===== config.mk =====
export PLATFORM = sky130hd
export DESIGN_NAME = hctk_cell
export DESIGN_NICKNAME = d
export VERILOG_FILES = /design/src/sv/hctk_pkg.sv /design/src/sv/hctk_cell.sv
export SDC_FILE = /design/constraint.sdc
export NUM_CORES = 1
export LEC_CHECK = 0
export BUFFER_PORTS_ARGS = -buffer_cell sky130_fd_sc_hd__clkbuf_2
export CAP_MARGIN = 20
export CORE_AREA = 3 3 287 289
export CTS_BUF_LIST = sky130_fd_sc_hd__clkbuf_8 sky130_fd_sc_hd__clkbuf_16
export DETAILED_ROUTE_END_ITERATION = 12
export DIE_AREA = 0 0 290 292
export RECOVER_POWER = 100
export SETUP_SLACK_MARGIN = 0.5
export SLEW_MARGIN = 20
export SYNTH_ARGS = -nofsm -noshare
export SYNTH_HDL_FRONTEND = slang
export SYNTH_SLANG_ARGS = --single-unit

===== constraint.sdc =====
create_clock -name clk -period 2.5 [get_ports clk]
set_input_delay 0.375 -clock clk [delete_from_list [all_inputs] [get_ports clk]]
set_output_delay 0.375 -clock clk [all_outputs]
set_load 0.01 [all_outputs]

===== src/sv/hctk_pkg.sv =====
package hctk_pkg;

    localparam int MAX_HITS  = 16;
    localparam int IDX_W     = $clog2(MAX_HITS);
    localparam int OCC_W     = $clog2(MAX_HITS + 1);
    localparam int SNAP_REGS = 8;
    localparam logic [31:0] TALLY_TOP = 32'hFFFF_FFFF;

    localparam logic [1:0] OP_RECORD = 2'd0;
    localparam logic [1:0] OP_READ   = 2'd1;
    localparam logic [1:0] OP_CLEAR  = 2'd2;
    localparam logic [1:0] OP_SPARE  = 2'd3;

    typedef struct packed {
        logic [31:0]                 key;
        logic [31:0]                 tally;
        logic [SNAP_REGS-1:0][31:0]  snap;
    } entry_t;

    // Commands broadcast from the sequencer to every cell.
    typedef struct packed {
        logic        bump;     // increment the cell whose key matches
        logic        append;   // write the cell at index wr_idx
        logic [IDX_W-1:0] wr_idx;
        logic        take_clr; // any accepted input word: clear taken flags
        logic        take;     // mark the winner of the current pass
        logic [IDX_W-1:0] take_idx;
    } cell_cmd_t;

    // Running best, handed from cell to cell along the chain.
    typedef struct packed {
        logic             found;
        logic [IDX_W-1:0] idx;
        logic [31:0]      tally;
    } best_t;

endpackage


===== src/sv/hctk_cell.sv =====
module hctk_cell (
    input  logic                     clk,
    input  logic                     rst_n,
    input  logic [hctk_pkg::IDX_W-1:0] my_idx,
    input  logic                     filled,
    input  hctk_pkg::cell_cmd_t      cmd,
    input  hctk_pkg::entry_t         wr_entry,
    input  hctk_pkg::best_t          best_in,
    output hctk_pkg::best_t          best_out,
    output logic                     match,
    output hctk_pkg::entry_t         entry
);

    hctk_pkg::entry_t ent_reg;
    logic             taken_reg;
    logic             cand;
    hctk_pkg::best_t  best_reg;

    assign entry    = ent_reg;
    assign match    = filled && (ent_reg.key == wr_entry.key);
    assign best_out = best_reg;

    // Strict greater keeps the lower index on ties.
    assign cand = filled && !taken_reg && (!best_in.found || ent_reg.tally > best_in.tally);

    // The running best moves on by one cell per cycle.
    always_ff @(posedge clk or negedge rst_n)
    begin
        if (!rst_n)
        begin
            best_reg <= '0;
        end
        else if (cand)
        begin
            best_reg <= {1'b1, my_idx, ent_reg.tally};
        end
        else
        begin
            best_reg <= best_in;
        end
    end

    always_ff @(posedge clk)
    begin
        if (cmd.append && cmd.wr_idx == my_idx)
        begin
            ent_reg <= wr_entry;
        end
        else if (cmd.bump && match && ent_reg.tally != hctk_pkg::TALLY_TOP)
        begin
            ent_reg.tally <= ent_reg.tally + 32'd1;
        end
        if (cmd.take_clr)
        begin
            taken_reg <= 1'b0;
        end
        else if (cmd.take && cmd.take_idx == my_idx)
        begin
            taken_reg <= 1'b1;
        end
    end

endmodule


==> flow_metrics.env <==
export IMPL_grt_pass1_vias=12500
export IMPL_finClkSkew_ns=0.0122
export IMPL_avgSynthCellArea_um2=15.4
export IMPL_yosys_warnings=0
export IMPL_instances_no_fill=3100
export IMPL_max_cap_viol_count=0
export IMPL_critical_path_class="register to output pin"
export IMPL_worst_skew_pair_late_latency_ns=0.56
export IMPL_post_place_ws_ns=-0.197
export IMPL_cts_buffers_inserted=42
export IMPL_setup_tns_final_ns=-7.46
export IMPL_final_min_clock_period_ns=2.88
export IMPL_synth_top_area_frac=0.699
export IMPL_async_flop_share=0.103
export IMPL_fin_crit_sh=1.15
export IMPL_cts_root_buf="clkbuf_16"
export IMPL_wire_per_inst_um=24.6
export IMPL_whs_ns=0.0573
export IMPL_ys_seq_area_frac=0.767
export IMPL_antenna_found_initial=54
export IMPL_area_growth_syn_to_layout_pct=70.5
export IMPL_ant_nets=0
export IMPL_fin_area_um2=23500
export IMPL_cts_buffer_depth=3
export IMPL_synth_top_family_by_area="simple AND/OR/NAND/NOR gates"
export IMPL_dieArea_um2=84700
export IMPL_crit_required_ns=2.12
export IMPL_critPathMaxFanout=2
export IMPL_drt_wl_total_mm=76.3
export IMPL_die_h_um=292
export IMPL_first_pass_iters=5
export IMPL_cp_end_kind="output pin"
export IMPL_max_freq_mhz=347
export IMPL_synth_top_cells_by_count="edfxtp_1, nor2_1, nand2_1"
export IMPL_vias_per_cell=4.01
export IMPL_synthSimpleGateAreaFrac=0.0820
export IMPL_clk_pin_slew_ns=0.06
export IMPL_cts_tree="built"
export IMPL_htree_levels=2
export IMPL_nets=2404
export IMPL_hold_viol=0
export IMPL_grt_max_degree=67
export IMPL_violations="setup timing"
export IMPL_ys_ff_latch=358
export IMPL_syn_nets=1302
export IMPL_worst_pin_slew_ns=1.10
export IMPL_port_buffers=733
export IMPL_drive_above_1_share=0.265
export IMPL_synth_cell_types=46
export IMPL_grt_pass1_wl_mm=102
export IMPL_total_power_mw=15.1
export IMPL_synth_compound_area_share=0.0555
export IMPL_slew_viol_final=0
export IMPL_cts_sinks=358
export IMPL_slew_headroom=0.264
export IMPL_synth_area_um2=13800
export IMPL_drc=0
export IMPL_yosysMostFrequentCell="edfxtp_1"
export IMPL_synth_edf_count=320
export IMPL_initial_core_util=0.172
export IMPL_die_x_um=290
export IMPL_rsz0062_at_grt="yes"
export IMPL_hpwlAfterDp_mm=62.5
export IMPL_synth_xor_area_frac=0.0427
export IMPL_gp_congestion=0.887
export IMPL_synthTopCellsByArea="edfxtp_1, dfrtp_1, ha_1, xnor2_1, nor2_1"
export IMPL_outcome="finished, violations left"
export IMPL_fin_ws_ns=-0.380
export IMPL_final_util=0.293
export IMPL_grt_overflow=0
export IMPL_largest_reg_flops=320
export IMPL_synthMuxAreaShare=0.000819
export IMPL_synth_flop_cell="edfxtp_1"
export IMPL_vias=12400
export IMPL_pin_count=734
export IMPL_drtIter0Drc=788
export IMPL_start_kind="register"
export IMPL_num_rows=104
export IMPL_critical_path_arrival_ns=2.50
export IMPL_setup_viol=34
export IMPL_hold_path_class="input pin to register"
export IMPL_synthAdderAreaFrac=0.0300
export IMPL_power_leakage_nw=8.82
export IMPL_dp_cells=2739
export IMPL_grt_usage=0.172
export IMPL_post_dp_cell_area_um2=19400
export IMPL_ir_drop_mv=0.359
export IMPL_fp_coreArea_um2=80200
export IMPL_regToRegSetupSlack_ns=-0.25
export IMPL_yosysTopAreaCell="edfxtp_1"
export IMPL_synthCells=893
export IMPL_cellPowerDensity_nw_per_um2=646
## repair_timing
item,CTS,global route
hold buffers,235,1
cloned,6,0
resized for setup,96,23
setup endpoints to repair,81,86
buffers inserted,23,7
hold endpoints to repair,249,1
pin swaps,51,53
## critical path, cell delays in order (launching register included)
cell and delay, ns:
edfxtp_1 0.43, xnor2_1 0.18, nand4_1 0.15, nor4_2 0.33
nand4_1 0.19, nor4_2 0.36, buf_4 0.18, clkbuf_16 0.14
## final cells by class
cell class | count | area (um2)
fillers | 8502 | 56700
flip-flops and latches | 358 | 10600
repair buffers | 1087 | 6590
multi-input cells | 463 | 3370
well taps | 1060 | 1330
clock buffers | 44 | 1100
clock inverters | 31 | 307
inverters | 43 | 170
diodes | 14 | 35.0
## power by group
part / internal, mW / switching (mW)
Combinational: 0.839 / 0.997
Sequential: 6.80 / 0.116
Clock: 3.80 / 2.58
Total: 11.4 / 3.69
## layout by cell type (no fill, tap or decap), drive strengths merged, types with 2 or more instances in the layout
cell,synthesis,routed
nor4,4,4
bufinv,0,6
o211ai,5,5
and3,7,7
nand2,55,55
xor2,20,20
nor3,47,47
ha,33,33
nand3,14,14
clkinv,0,9
nor2b,2,2
nand2b,8,8
a21oi,41,41
nor2,71,71
xnor2,47,47
buf,4,72
dlygate4sd3,0,236
a31oi,33,33
nand4,20,20
inv,43,56
clkinvlp,0,3
o21ai,37,37
diode,0,14
dfrtp,37,37
o2bb2ai,2,2
clkbuf,25,823
edfxtp,320,320
a211oi,2,2
## final timing paths
path | startpoint | to | cells past startpoint
worst min-delay path | wr_entry[289] | entry[289] | 1
min in group asynchronous | rst_n | best_out[1] | 2
max in group asynchronous | rst_n | best_out[27] | 3
worst max-delay path | entry[290] | match | 7
worst max register to register | entry[290] | entry[265] | 11
worst min register to register | taken_reg | taken_reg | 2
## layer usage
| layer | global-route usage | part of all wire |
|---|---|---|
| met2 | 0.296 | 0.49 |
| met5 | 0 | 0.0010 |
| met1 | 0.194 | 0.37 |
| met4 | 0.0535 | 0.032 |
| met3 | 0.0717 | 0.11 |
## cells by family (layout without fill, tap and decap cells)
| logic type | count (synthesis) | after routing |
|---|---|---|
| flops | 358 | 358 |
| simple gates | 233 | 233 |
| compound gates | 129 | 129 |
| buf+inv | 72 | 1205 |
| xor+xnor | 67 | 67 |
| fa+ha+maj | 33 | 33 |
| mux | 1 | 1 |
| other cells | 0 | 14 |
(Power assumes the default switching activity.)
